$ cat src/rtl/core/tnf_pkg.sv
// Package for the telnet receive negotiation filter.
// Holds the protocol byte codes, option codes and the parser phase type.
// No dependencies.
package tnf_pkg;

  localparam logic [7:0] CMD_IAC  = 8'd255;
  localparam logic [7:0] CMD_DONT = 8'd254;
  localparam logic [7:0] CMD_DO   = 8'd253;
  localparam logic [7:0] CMD_WONT = 8'd252;
  localparam logic [7:0] CMD_WILL = 8'd251;
  localparam logic [7:0] CMD_SB   = 8'd250;
  localparam logic [7:0] CMD_SE   = 8'd240;

  localparam logic [7:0] OPT_BIN   = 8'd0;
  localparam logic [7:0] OPT_ECHO  = 8'd1;
  localparam logic [7:0] OPT_SGA   = 8'd3;
  localparam logic [7:0] OPT_TTYPE = 8'd24;
  localparam logic [7:0] OPT_NAWS  = 8'd31;

  localparam logic KIND_DATA  = 1'b0;
  localparam logic KIND_REPLY = 1'b1;

  typedef enum logic [2:0] {
    PH_DATA   = 3'd0,
    PH_IAC    = 3'd1,
    PH_WILL   = 3'd2,
    PH_WONT   = 3'd3,
    PH_DO     = 3'd4,
    PH_DONT   = 3'd5,
    PH_SUB    = 3'd6,
    PH_SUBIAC = 3'd7
  } phase_t;

endpackage

$ cat src/rtl/core/tnf_rx_if.sv
// Channel carrying received telnet bytes into the filter.
// Valid/ready handshake; no package dependency.
interface tnf_rx_if;
  logic       valid;
  logic       ready;
  logic [7:0] rx_byte;
  logic       chunk_end;

  modport source (output valid, output rx_byte, output chunk_end, input ready);
  modport sink   (input valid, input rx_byte, input chunk_end, output ready);
endinterface

$ cat src/rtl/core/tnf_res_if.sv
// Channel carrying filter results: payload bytes and negotiation replies.
// Valid/ready handshake; no package dependency.
interface tnf_res_if;
  logic       valid;
  logic       ready;
  logic       kind;
  logic [7:0] payload_byte;
  logic [7:0] reply_command;
  logic [7:0] reply_option;
  logic       echo_on;
  logic       sga_on;
  logic       binary_on;
  logic       chunk_last;

  modport source (
    output valid, output kind, output payload_byte, output reply_command,
    output reply_option, output echo_on, output sga_on, output binary_on,
    output chunk_last, input ready
  );
  modport sink (
    input valid, input kind, input payload_byte, input reply_command,
    input reply_option, input echo_on, input sga_on, input binary_on,
    input chunk_last, output ready
  );
endinterface

$ cat src/rtl/core/telnet_receive_negotiation_filter.sv
// Telnet receive negotiation filter: splits a received byte stream into host
// payload and negotiation replies. Takes one byte per clock while not stalled.
// A byte is held in an input register, decoded against the parser phase and the
// option flags, and its result (if any) is registered in an output register.
// Input stalls only when the output register is full, its result is not taken,
// and the held byte produces a result. Uses tnf_pkg, tnf_rx_if and tnf_res_if.
module telnet_receive_negotiation_filter (
  input  logic          clk,
  input  logic          rst,
  tnf_rx_if.sink        rx,
  tnf_res_if.source     result
);
  import tnf_pkg::*;

  // input register
  logic       in_valid;
  logic [7:0] in_byte;
  logic       in_last;

  // parser state
  phase_t phase, phase_next;
  logic   echo_flag, echo_flag_next;
  logic   sga_flag, sga_flag_next;
  logic   binary_flag, binary_flag_next;

  // output register
  logic       out_valid;
  logic       out_kind;
  logic [7:0] out_data;
  logic [7:0] out_cmd;
  logic [7:0] out_opt;
  logic       out_echo;
  logic       out_sga;
  logic       out_bin;
  logic       out_last;

  logic       emit;
  logic       emit_kind;
  logic [7:0] emit_data;
  logic [7:0] emit_cmd;
  logic       out_free;
  logic       step;

  assign out_free = !out_valid || result.ready;
  assign step     = in_valid && (!emit || out_free);
  assign rx.ready = !in_valid || step;

  always_ff @(posedge clk) begin
    if (rst) begin
      in_valid <= 1'b0;
    end else if (rx.ready) begin
      in_valid <= rx.valid;
    end
    if (rx.ready && rx.valid) begin
      in_byte <= rx.rx_byte;
      in_last <= rx.chunk_end;
    end
  end

  always_ff @(posedge clk) begin
    if (rst) begin
      phase       <= PH_DATA;
      echo_flag   <= 1'b0;
      sga_flag    <= 1'b0;
      binary_flag <= 1'b0;
    end else if (step) begin
      phase       <= phase_next;
      echo_flag   <= echo_flag_next;
      sga_flag    <= sga_flag_next;
      binary_flag <= binary_flag_next;
    end
  end

  always_comb begin
    phase_next       = phase;
    echo_flag_next   = echo_flag;
    sga_flag_next    = sga_flag;
    binary_flag_next = binary_flag;
    emit             = 1'b0;
    emit_kind        = KIND_DATA;
    emit_data        = 8'd0;
    emit_cmd         = 8'd0;
    case (phase)
      PH_DATA: begin
        if (in_byte == CMD_IAC) begin
          phase_next = PH_IAC;
        end else begin
          emit      = 1'b1;
          emit_data = in_byte;
        end
      end
      PH_IAC: begin
        case (in_byte)
          CMD_IAC: begin
            emit       = 1'b1;
            emit_data  = CMD_IAC;
            phase_next = PH_DATA;
          end
          CMD_WILL: phase_next = PH_WILL;
          CMD_WONT: phase_next = PH_WONT;
          CMD_DO:   phase_next = PH_DO;
          CMD_DONT: phase_next = PH_DONT;
          CMD_SB:   phase_next = PH_SUB;
          default:  phase_next = PH_DATA;
        endcase
      end
      PH_WILL: begin
        emit       = 1'b1;
        emit_kind  = KIND_REPLY;
        phase_next = PH_DATA;
        case (in_byte)
          OPT_SGA: begin
            sga_flag_next = 1'b1;
            emit_cmd      = CMD_DO;
          end
          OPT_BIN: begin
            binary_flag_next = 1'b1;
            emit_cmd         = CMD_DO;
          end
          OPT_TTYPE, OPT_NAWS: emit_cmd = CMD_DO;
          default:             emit_cmd = CMD_DONT; // echo from client refused too
        endcase
      end
      PH_DO: begin
        emit       = 1'b1;
        emit_kind  = KIND_REPLY;
        phase_next = PH_DATA;
        emit_cmd   = CMD_WILL;
        case (in_byte)
          OPT_ECHO: echo_flag_next   = 1'b1;
          OPT_SGA:  sga_flag_next    = 1'b1;
          OPT_BIN:  binary_flag_next = 1'b1;
          default:  emit_cmd         = CMD_WONT;
        endcase
      end
      PH_WONT, PH_DONT: begin
        emit       = 1'b1;
        emit_kind  = KIND_REPLY;
        phase_next = PH_DATA;
        emit_cmd   = (phase == PH_WONT) ? CMD_DONT : CMD_WONT;
        if (in_byte == OPT_ECHO) echo_flag_next   = 1'b0;
        if (in_byte == OPT_SGA)  sga_flag_next    = 1'b0;
        if (in_byte == OPT_BIN)  binary_flag_next = 1'b0;
      end
      PH_SUB: begin
        if (in_byte == CMD_IAC) phase_next = PH_SUBIAC;
      end
      PH_SUBIAC: begin
        phase_next = (in_byte == CMD_SE) ? PH_DATA : PH_SUB;
      end
      default: phase_next = PH_DATA;
    endcase
  end

  always_ff @(posedge clk) begin
    if (rst) begin
      out_valid <= 1'b0;
    end else if (out_free) begin
      out_valid <= step && emit;
    end
    if (out_free && step && emit) begin
      out_kind <= emit_kind;
      out_data <= emit_data;
      out_cmd  <= emit_cmd;
      out_opt  <= (emit_kind == KIND_REPLY) ? in_byte : 8'd0;
      out_echo <= echo_flag_next;
      out_sga  <= sga_flag_next;
      out_bin  <= binary_flag_next;
      out_last <= in_last;
    end
  end

  assign result.valid         = out_valid;
  assign result.kind          = out_kind;
  assign result.payload_byte  = out_data;
  assign result.reply_command = out_cmd;
  assign result.reply_option  = out_opt;
  assign result.echo_on       = out_echo;
  assign result.sga_on        = out_sga;
  assign result.binary_on     = out_bin;
  assign result.chunk_last    = out_last;

endmodule

$ cat src/flat_wrapper.sv
// flat-port wrapper written by rule: the top's interface ports become plain ports
module telnet_receive_negotiation_filter_flat import tnf_pkg::*;
  (clk, rst, rx_valid, rx_rx_byte, rx_chunk_end, rx_ready, result_valid, result_kind, result_payload_byte, result_reply_command, result_reply_option, result_echo_on, result_sga_on, result_binary_on, result_chunk_last, result_ready);
  tnf_rx_if rx_i ();
  tnf_res_if result_i ();
  input  logic clk;
  input  logic rst;
  input wire logic [$bits(rx_i.valid)-1:0] rx_valid;
  input wire logic [$bits(rx_i.rx_byte)-1:0] rx_rx_byte;
  input wire logic [$bits(rx_i.chunk_end)-1:0] rx_chunk_end;
  output wire logic [$bits(rx_i.ready)-1:0] rx_ready;
  output wire logic [$bits(result_i.valid)-1:0] result_valid;
  output wire logic [$bits(result_i.kind)-1:0] result_kind;
  output wire logic [$bits(result_i.payload_byte)-1:0] result_payload_byte;
  output wire logic [$bits(result_i.reply_command)-1:0] result_reply_command;
  output wire logic [$bits(result_i.reply_option)-1:0] result_reply_option;
  output wire logic [$bits(result_i.echo_on)-1:0] result_echo_on;
  output wire logic [$bits(result_i.sga_on)-1:0] result_sga_on;
  output wire logic [$bits(result_i.binary_on)-1:0] result_binary_on;
  output wire logic [$bits(result_i.chunk_last)-1:0] result_chunk_last;
  input wire logic [$bits(result_i.ready)-1:0] result_ready;
  assign rx_i.valid = rx_valid;
  assign rx_i.rx_byte = rx_rx_byte;
  assign rx_i.chunk_end = rx_chunk_end;
  assign rx_ready = rx_i.ready;
  assign result_valid = result_i.valid;
  assign result_kind = result_i.kind;
  assign result_payload_byte = result_i.payload_byte;
  assign result_reply_command = result_i.reply_command;
  assign result_reply_option = result_i.reply_option;
  assign result_echo_on = result_i.echo_on;
  assign result_sga_on = result_i.sga_on;
  assign result_binary_on = result_i.binary_on;
  assign result_chunk_last = result_i.chunk_last;
  assign result_i.ready = result_ready;
  telnet_receive_negotiation_filter u_core (.clk(clk), .rst(rst), .rx(rx_i), .result(result_i));
endmodule
$ cat config.mk
export PLATFORM = sky130hd
export DESIGN_NAME = telnet_receive_negotiation_filter_flat
export DESIGN_NICKNAME = d
export VERILOG_FILES = /design/src/rtl/core/tnf_pkg.sv /design/src/rtl/core/tnf_rx_if.sv /design/src/rtl/core/tnf_res_if.sv /design/src/rtl/core/telnet_receive_negotiation_filter.sv /design/src/flat_wrapper.sv
export SDC_FILE = /design/constraint.sdc
export NUM_CORES = 1
export LEC_CHECK = 0
export ABC_CLOCK_PERIOD_IN_PS = 7900
export BUFFER_PORTS_ARGS = -buffer_cell sky130_fd_sc_hd__buf_2
export CORE_ASPECT_RATIO = 0.6
export CORE_UTILIZATION = 45
export CTS_CLUSTER_DIAMETER = 50
export CTS_CLUSTER_SIZE = 14
export DETAILED_ROUTE_END_ITERATION = 8
export PLACE_DENSITY_LB_ADDON = 0.1
export RECOVER_POWER = 50
export SYNTH_ARGS = -nofsm -noshare
export SYNTH_HDL_FRONTEND = slang
export SYNTH_SLANG_ARGS = --single-unit
$ cat constraint.sdc
create_clock -name clk -period 7.9 [get_ports clk]
set_input_delay 0.395 -clock clk [delete_from_list [all_inputs] [get_ports clk]]
set_output_delay 0.395 -clock clk [all_outputs]
set_load 0.005 [all_outputs]
## Word-level counts from Yosys, hierarchy flattened

Index checks and enable logic that the tools add are counted.

| storage, ports and cells | value |
|---|---|
| register bits | 46 |

| cells by class | value |
|---|---|
| multiplexer cells | 25 |
| reduce and logical (&&, ||, !) cells | 19 |
| eq/ne operators | 20 |

Operator list:

| operator | count |
|---|---|
| 8-bit == test, second input constant | 7 |
| 3-bit case mux with 5 select lines | 2 |
| 8-bit case mux with 3 select lines | 1 |
| 8-bit by 5-bit == test with 1-bit output, second input constant | 2 |
| 8-bit two-way mux | 2 |
| 8-bit case mux with 2 select lines | 1 |
| 3-bit == test, second input constant | 4 |
| 3-bit two-way mux | 4 |
| 1-bit two-way mux | 9 |
| 8-bit by 1-bit == test with 1-bit output, second input constant | 1 |
| 8-bit by 2-bit == test with 1-bit output, second input constant | 1 |
| 8-bit logical NOT | 1 |
| 4-bit OR reduction | 2 |
| 3-bit by 2-bit == test with 1-bit output, second input constant | 2 |
| 1-bit case mux with 2 select lines | 3 |
| 1-bit logical AND | 5 |
| 2-bit two-way mux | 2 |
| 2-bit by 1-bit inequality test with 1-bit output, second input constant | 2 |
| 2-bit OR reduction | 2 |
| 3-bit by 1-bit == test with 1-bit output, second input constant | 1 |
| 1-bit logical NOT | 3 |
| 3-bit logical NOT | 1 |
| 1-bit logical OR | 3 |
| 1-bit case mux with 3 select lines | 1 |
| 2 further kinds | 2 |

## Depth between registers and ports, before layout

| depth | value |
|---|---|
| depth after elaboration | 8 |
| gate-level depth with buffers | 8 |
| mapped depth without buffers | 7 |

## Least setup slack after synthesis

Ideal clock, no wire load.

| path | value |
|---|---|
| path type | reg2reg |
| start | register u_core.in_byte[4] |
| end | register u_core.out_bin (netlist: u_core.result.binary_on), enable pin |
| library setup time | 0.410 ns |
| arrival | 2.431 ns |
| stages on the path, launching flop included | 6 |
| setup slack | 5.059 ns |
| path buffers | 0 |
| cells stage by stage | edfxtp_1 > and4_1 > a21oi_1 > nor4_4 > o21ai_1 > nor2b_1 |

| on the way | value |
|---|---|
| cells in the longest elaborated chain, start to end | 8 |
| elaborated cells between the ends (all ways) | 9 |
| classes of those cells | eq/ne: 1; mux: 3; reduce/logical: 5 |

RTL lines:

| what | line | RTL |
|---|---|---|
| start: declaration | telnet_receive_negotiation_filter.sv:17 | `logic [7:0] in_byte;` |
| start signal: assignment | telnet_receive_negotiation_filter.sv:55 | `in_byte <= rx.rx_byte;` |
| 8-bit == test * | telnet_receive_negotiation_filter.sv:85, telnet_receive_negotiation_filter.sv:93 |  |
| 1-bit two-way mux (on tied branches) | telnet_receive_negotiation_filter.sv:93, telnet_receive_negotiation_filter.sv:85 |  |
| 1-bit case mux with 3 select lines * | telnet_receive_negotiation_filter.sv:83 | `case (phase)` |
| 1-bit logical NOT | telnet_receive_negotiation_filter.sv:45 | `assign step = in_valid && (!emit \|\| out_free);` |
| 1-bit logical OR | telnet_receive_negotiation_filter.sv:45 |  |
| 1-bit logical AND | telnet_receive_negotiation_filter.sv:45 |  |
| 1-bit logical AND | telnet_receive_negotiation_filter.sv:161 | `if (out_free && step && emit) begin` |
| 1-bit logical AND * | telnet_receive_negotiation_filter.sv:161 |  |
| end signal: assignment | telnet_receive_negotiation_filter.sv:168 | `out_bin <= binary_flag_next;` |
| end: declaration | telnet_receive_negotiation_filter.sv:34 | `logic out_bin;` |

Mark *: on every way between the ends. The rest lies on a longest branch, timed or not.
A chain may end at the register's enable or synchronous reset.

## Final worst setup path

| path | value |
|---|---|
| start | register u_core.in_byte[0] |
| end | register u_core.out_cmd[0] (netlist: u_core.result.reply_command[0]), enable pin |

| on the way | value |
|---|---|
| cells in the longest elaborated chain, start to end | 8 |
| elaborated cells between the ends (all ways) | 9 |
| classes of those cells | eq/ne: 1; mux: 3; reduce/logical: 5 |

RTL lines:

| what | line | RTL |
|---|---|---|
| 8-bit == test * | telnet_receive_negotiation_filter.sv:85, telnet_receive_negotiation_filter.sv:93 |  |
| 1-bit two-way mux (on tied branches) | telnet_receive_negotiation_filter.sv:93, telnet_receive_negotiation_filter.sv:85 |  |
| 1-bit case mux with 3 select lines * | telnet_receive_negotiation_filter.sv:83 |  |
| 1-bit logical NOT | telnet_receive_negotiation_filter.sv:45 |  |
| 1-bit logical OR | telnet_receive_negotiation_filter.sv:45 |  |
| 1-bit logical AND | telnet_receive_negotiation_filter.sv:45 |  |
| 1-bit logical AND | telnet_receive_negotiation_filter.sv:161 |  |
| 1-bit logical AND * | telnet_receive_negotiation_filter.sv:161 |  |
| end signal: assignment | telnet_receive_negotiation_filter.sv:164 | `out_cmd <= emit_cmd;` |
| end: declaration | telnet_receive_negotiation_filter.sv:30 | `logic [7:0] out_cmd;` |

Marks and branches as above.

==> results.json <==
{
  "status": "complete, no violations",
  "critPathKind": "flop to flop",
  "yosysWarnings": 0,
  "slowest_stage": "nor2b_2",
  "ys.flop_type": "edfxtp_1",
  "finalSetupViolCount": 0,
  "p_per_area_nw_per_um2": 193,
  "slew_headroom_pct": 19.3,
  "drive_gt1_share_pct": 18.9,
  "syn_nets": 184,
  "layout.cells.non_filler": 266,
  "hold_viol": 0,
  "final_nets": 220,
  "synth_area_um2": 2030,
  "cts_setup_buffers": 0,
  "clock_power_share_pct": 36.8,
  "row_count": 18,
  "fin_tns_setup_ps": 0,
  "p_sw_share_pct": 20.2,
  "yosysUniqueCellTypes": 46,
  "finalCritPeriodShare_pct": 36.5,
  "crit_chain": "and4_1 -> a21oi_1 -> nor4_4 -> o21ai_1 -> nor2b_2",
  "drv_slew": 0,
  "end_kind": "flop",
  "fp.coreArea_um2": 4210,
  "grt_usage_pct": 17.6,
  "drt_wl_total_um": 3930,
  "cts_buffers": 5,
  "tightest_slew_ps": 1210,
  "cpPeakStageDelay_ps": 950,
  "dieArea_um2": 4790,
  "wire_per_inst_um": 14.8,
  "area_growth_pct": 12.6,
  "dp_slack_ps": 4960,
  "synthArstFlopShare_pct": 0,
  "multiInputGateArea_um2": 709,
  "pwr-share-seq_pct": 58.0,
  "fin_ws_ps": 5020,
  "cts_root_buf": "clkbuf_8",
  "clockBufferDepth": 2,
  "cts_tree": "done",
  "path_max_fanout": 25,
  "ctsHoldBuffers": 0,
  "htree_levels": 2,
  "p_switching_uw": 89.0,
  "synth_seq_cells": 42,
  "place_hpwl_um": 2940,
  "hp-class": "input pin to flop",
  "vdd_drop_max_mv": 0.0979,
  "crit_family": "simple AND/OR/NAND/NOR gates",
  "drv_cap": 0,
  "cts_sinks": 42,
  "fin_skew_ps": 6.24,
  "num_io_pins": 44,
  "drc": 0,
  "place_congestion": 0.931,
  "antenna_cells": 0,
  "dp.cells": 258,
  "drtIter0Drc": 125,
  "p_int_uw": 351,
  "antenna_found_initial": 0,
  "arrival_ps": 2780,
  "grt_max_degree": 26,
  "syn_avg_cell_area_um2": 12.0,
  "layout_min_cycle_time_ps": 2880,
  "cts.clk_slew.worst_paths_ps": 70,
  "critPathLaunchType": "flop",
  "grt_pass1_wl_um": 5930,
  "first_pass_iters": 4,
  "via_per_inst": 5.26,
  "required_ps": 7800,
  "grt_pass1_vias": 1156,
  "initial_core_util_pct": 48.1,
  "yosysSeqAreaShare_pct": 58.3,
  "vias": 1400,
  "power_uw": 440,
  "die_w_um": 88.6,
  "syn_inst": 169,
  "grt_overflow": 0,
  "synth_edf_count": 34,
  "p_comb_share_pct": 5.2,
  "fmax_ghz": 0.347,
  "num-fill-cells": 379,
  "rsz0062_at_grt": "no",
  "drtAntennaViolNets": 0,
  "dieHeight_um": 54.0,
  "cts_resized": 0,
  "power_leakage_nw": 0.818,
  "seqCellArea_um2": 1180,
  "port_buffers": 43,
  "insertion_delay_ps": 290,
  "critPathBufInv": 0
}
[path summary, 6_finish.rpt]
check,startpoint,endpoint,slack (ps),cells after the start
worst max-delay path,u_core.in_byte[0],u_core.result.reply_command[0],5020,5
worst min-delay path,rx_chunk_end,u_core.in_last,280,1
worst max register to register,u_core.in_byte[0],u_core.result.reply_command[0],5020,5
worst min register to register,u_core.in_last,u_core.result.chunk_last,430,0
[placed cells by master, fill, tap and decap left out, types with 2 or more instances in the layout]
cell type,synthesis,routed
a211oi_1,2,2
a21oi_1,10,10
a41oi_1,2,2
and2_0,0,4
and2_1,10,6
and2b_1,2,2
and3_1,9,9
and4_1,2,2
buf_2,2,24
clkbuf_1,5,20
clkbuf_8,0,5
dfxtp_1,8,8
edfxtp_1,34,34
ha_1,2,2
inv_1,5,5
nand2_1,6,6
nand2b_1,3,3
nand4_1,4,4
nor2_1,9,9
nor2b_1,4,3
nor3_1,2,3
nor4_1,3,3
o21ai_0,11,11
or3_1,4,5
xor2_1,1,2
[kinds of logic (layout without fill, tap and decap cells)]
family / count (synthesis) / count (layout) / synth area share, %
multiplexers: 2 / 2 / 1.05
adder cells (fa/ha/maj): 2 / 2 / 1.23
flip-flops: 42 / 42 / 58.3
AO/OA/AOI/OAI: 33 / 33 / 10.3
AND/OR/NAND/NOR: 69 / 69 / 22.2
buffers and inverters: 19 / 56 / 5.12
XOR/XNOR: 2 / 2 / 1.79
[worst register-to-register path, cell delays in order (launching register included)]
cell and delay [ps]:
edfxtp_1 570, and4_1 280, a21oi_1 120, nor4_4 400
o21ai_1 160, nor2b_2 950
[layer usage]
metal	global-route usage (%)	wire length (um)	share of wire, %
met5	0	0	0
met4	3.23	24	0.61
met3	6.44	317	8.1
met2	24.6	1620	41
met1	25.9	1970	50
[flip-flops by register name, indices dropped and copies added (netlist names), 3 cells and up]
name and flops:
u_core.in_byte 8, u_core.phase 3, u_core.result.payload_byte 8, u_core.result.reply_command 4
u_core.result.reply_option 8
[final cells by class]
| cell class | count | share of cell area (%) |
|---|---|---|
| clock inverters | 2 | 1.48 |
| multi-input cells | 108 | 31.1 |
| clock buffers | 6 | 3.18 |
| inverters | 5 | 0.822 |
| flip-flops and latches | 42 | 51.8 |
| repair buffers | 43 | 8.39 |
| well taps | 60 | 3.29 |
[through the flow]
| stage | hold WS [ps] | utilization, % | instance area, um^2 |
|---|---|---|---|
| 2_1_floorplan | 400 | - | 2030 |
| 4_1_cts | 277 | 55.6 | 2340 |
| 5_1_grt | 264 | 54.2 | 2280 |
| 6_report | 283 | 54.2 | 2280 |
| 3_3_place_gp | 404 | 53.1 | 2230 |
| 3_5_place_dp | 415 | 53.1 | 2230 |
[power by group through the flow]
stage	registers, mW	clock network, mW	logic, mW
after floorplan	0.258	0	0.0158
after global placement	0.260	0	0.0239
after detailed placement	0.260	0	0.0243
after CTS	0.256	0.165	0.0244
after global routing	0.257	0.178	0.0256
final	0.255	0.162	0.0230
[cell usage after synthesis (4+ instances only)]
cell | instances | area [um^2]
a21oi_1 | 10 | 50.1
dfxtp_1 | 8 | 160
nand2_1 | 6 | 22.5
and3_1 | 9 | 56.3
clkbuf_1 | 5 | 18.8
o21ai_0 | 11 | 55.1
inv_1 | 5 | 18.8
or3_1 | 4 | 25.0
buf_4 | 6 | 45.0
nor2_1 | 9 | 33.8
nor2b_1 | 4 | 25.0
edfxtp_1 | 34 | 1020
nand4_1 | 4 | 25.0
and2_1 | 10 | 62.6
(Power assumes the default switching activity.)
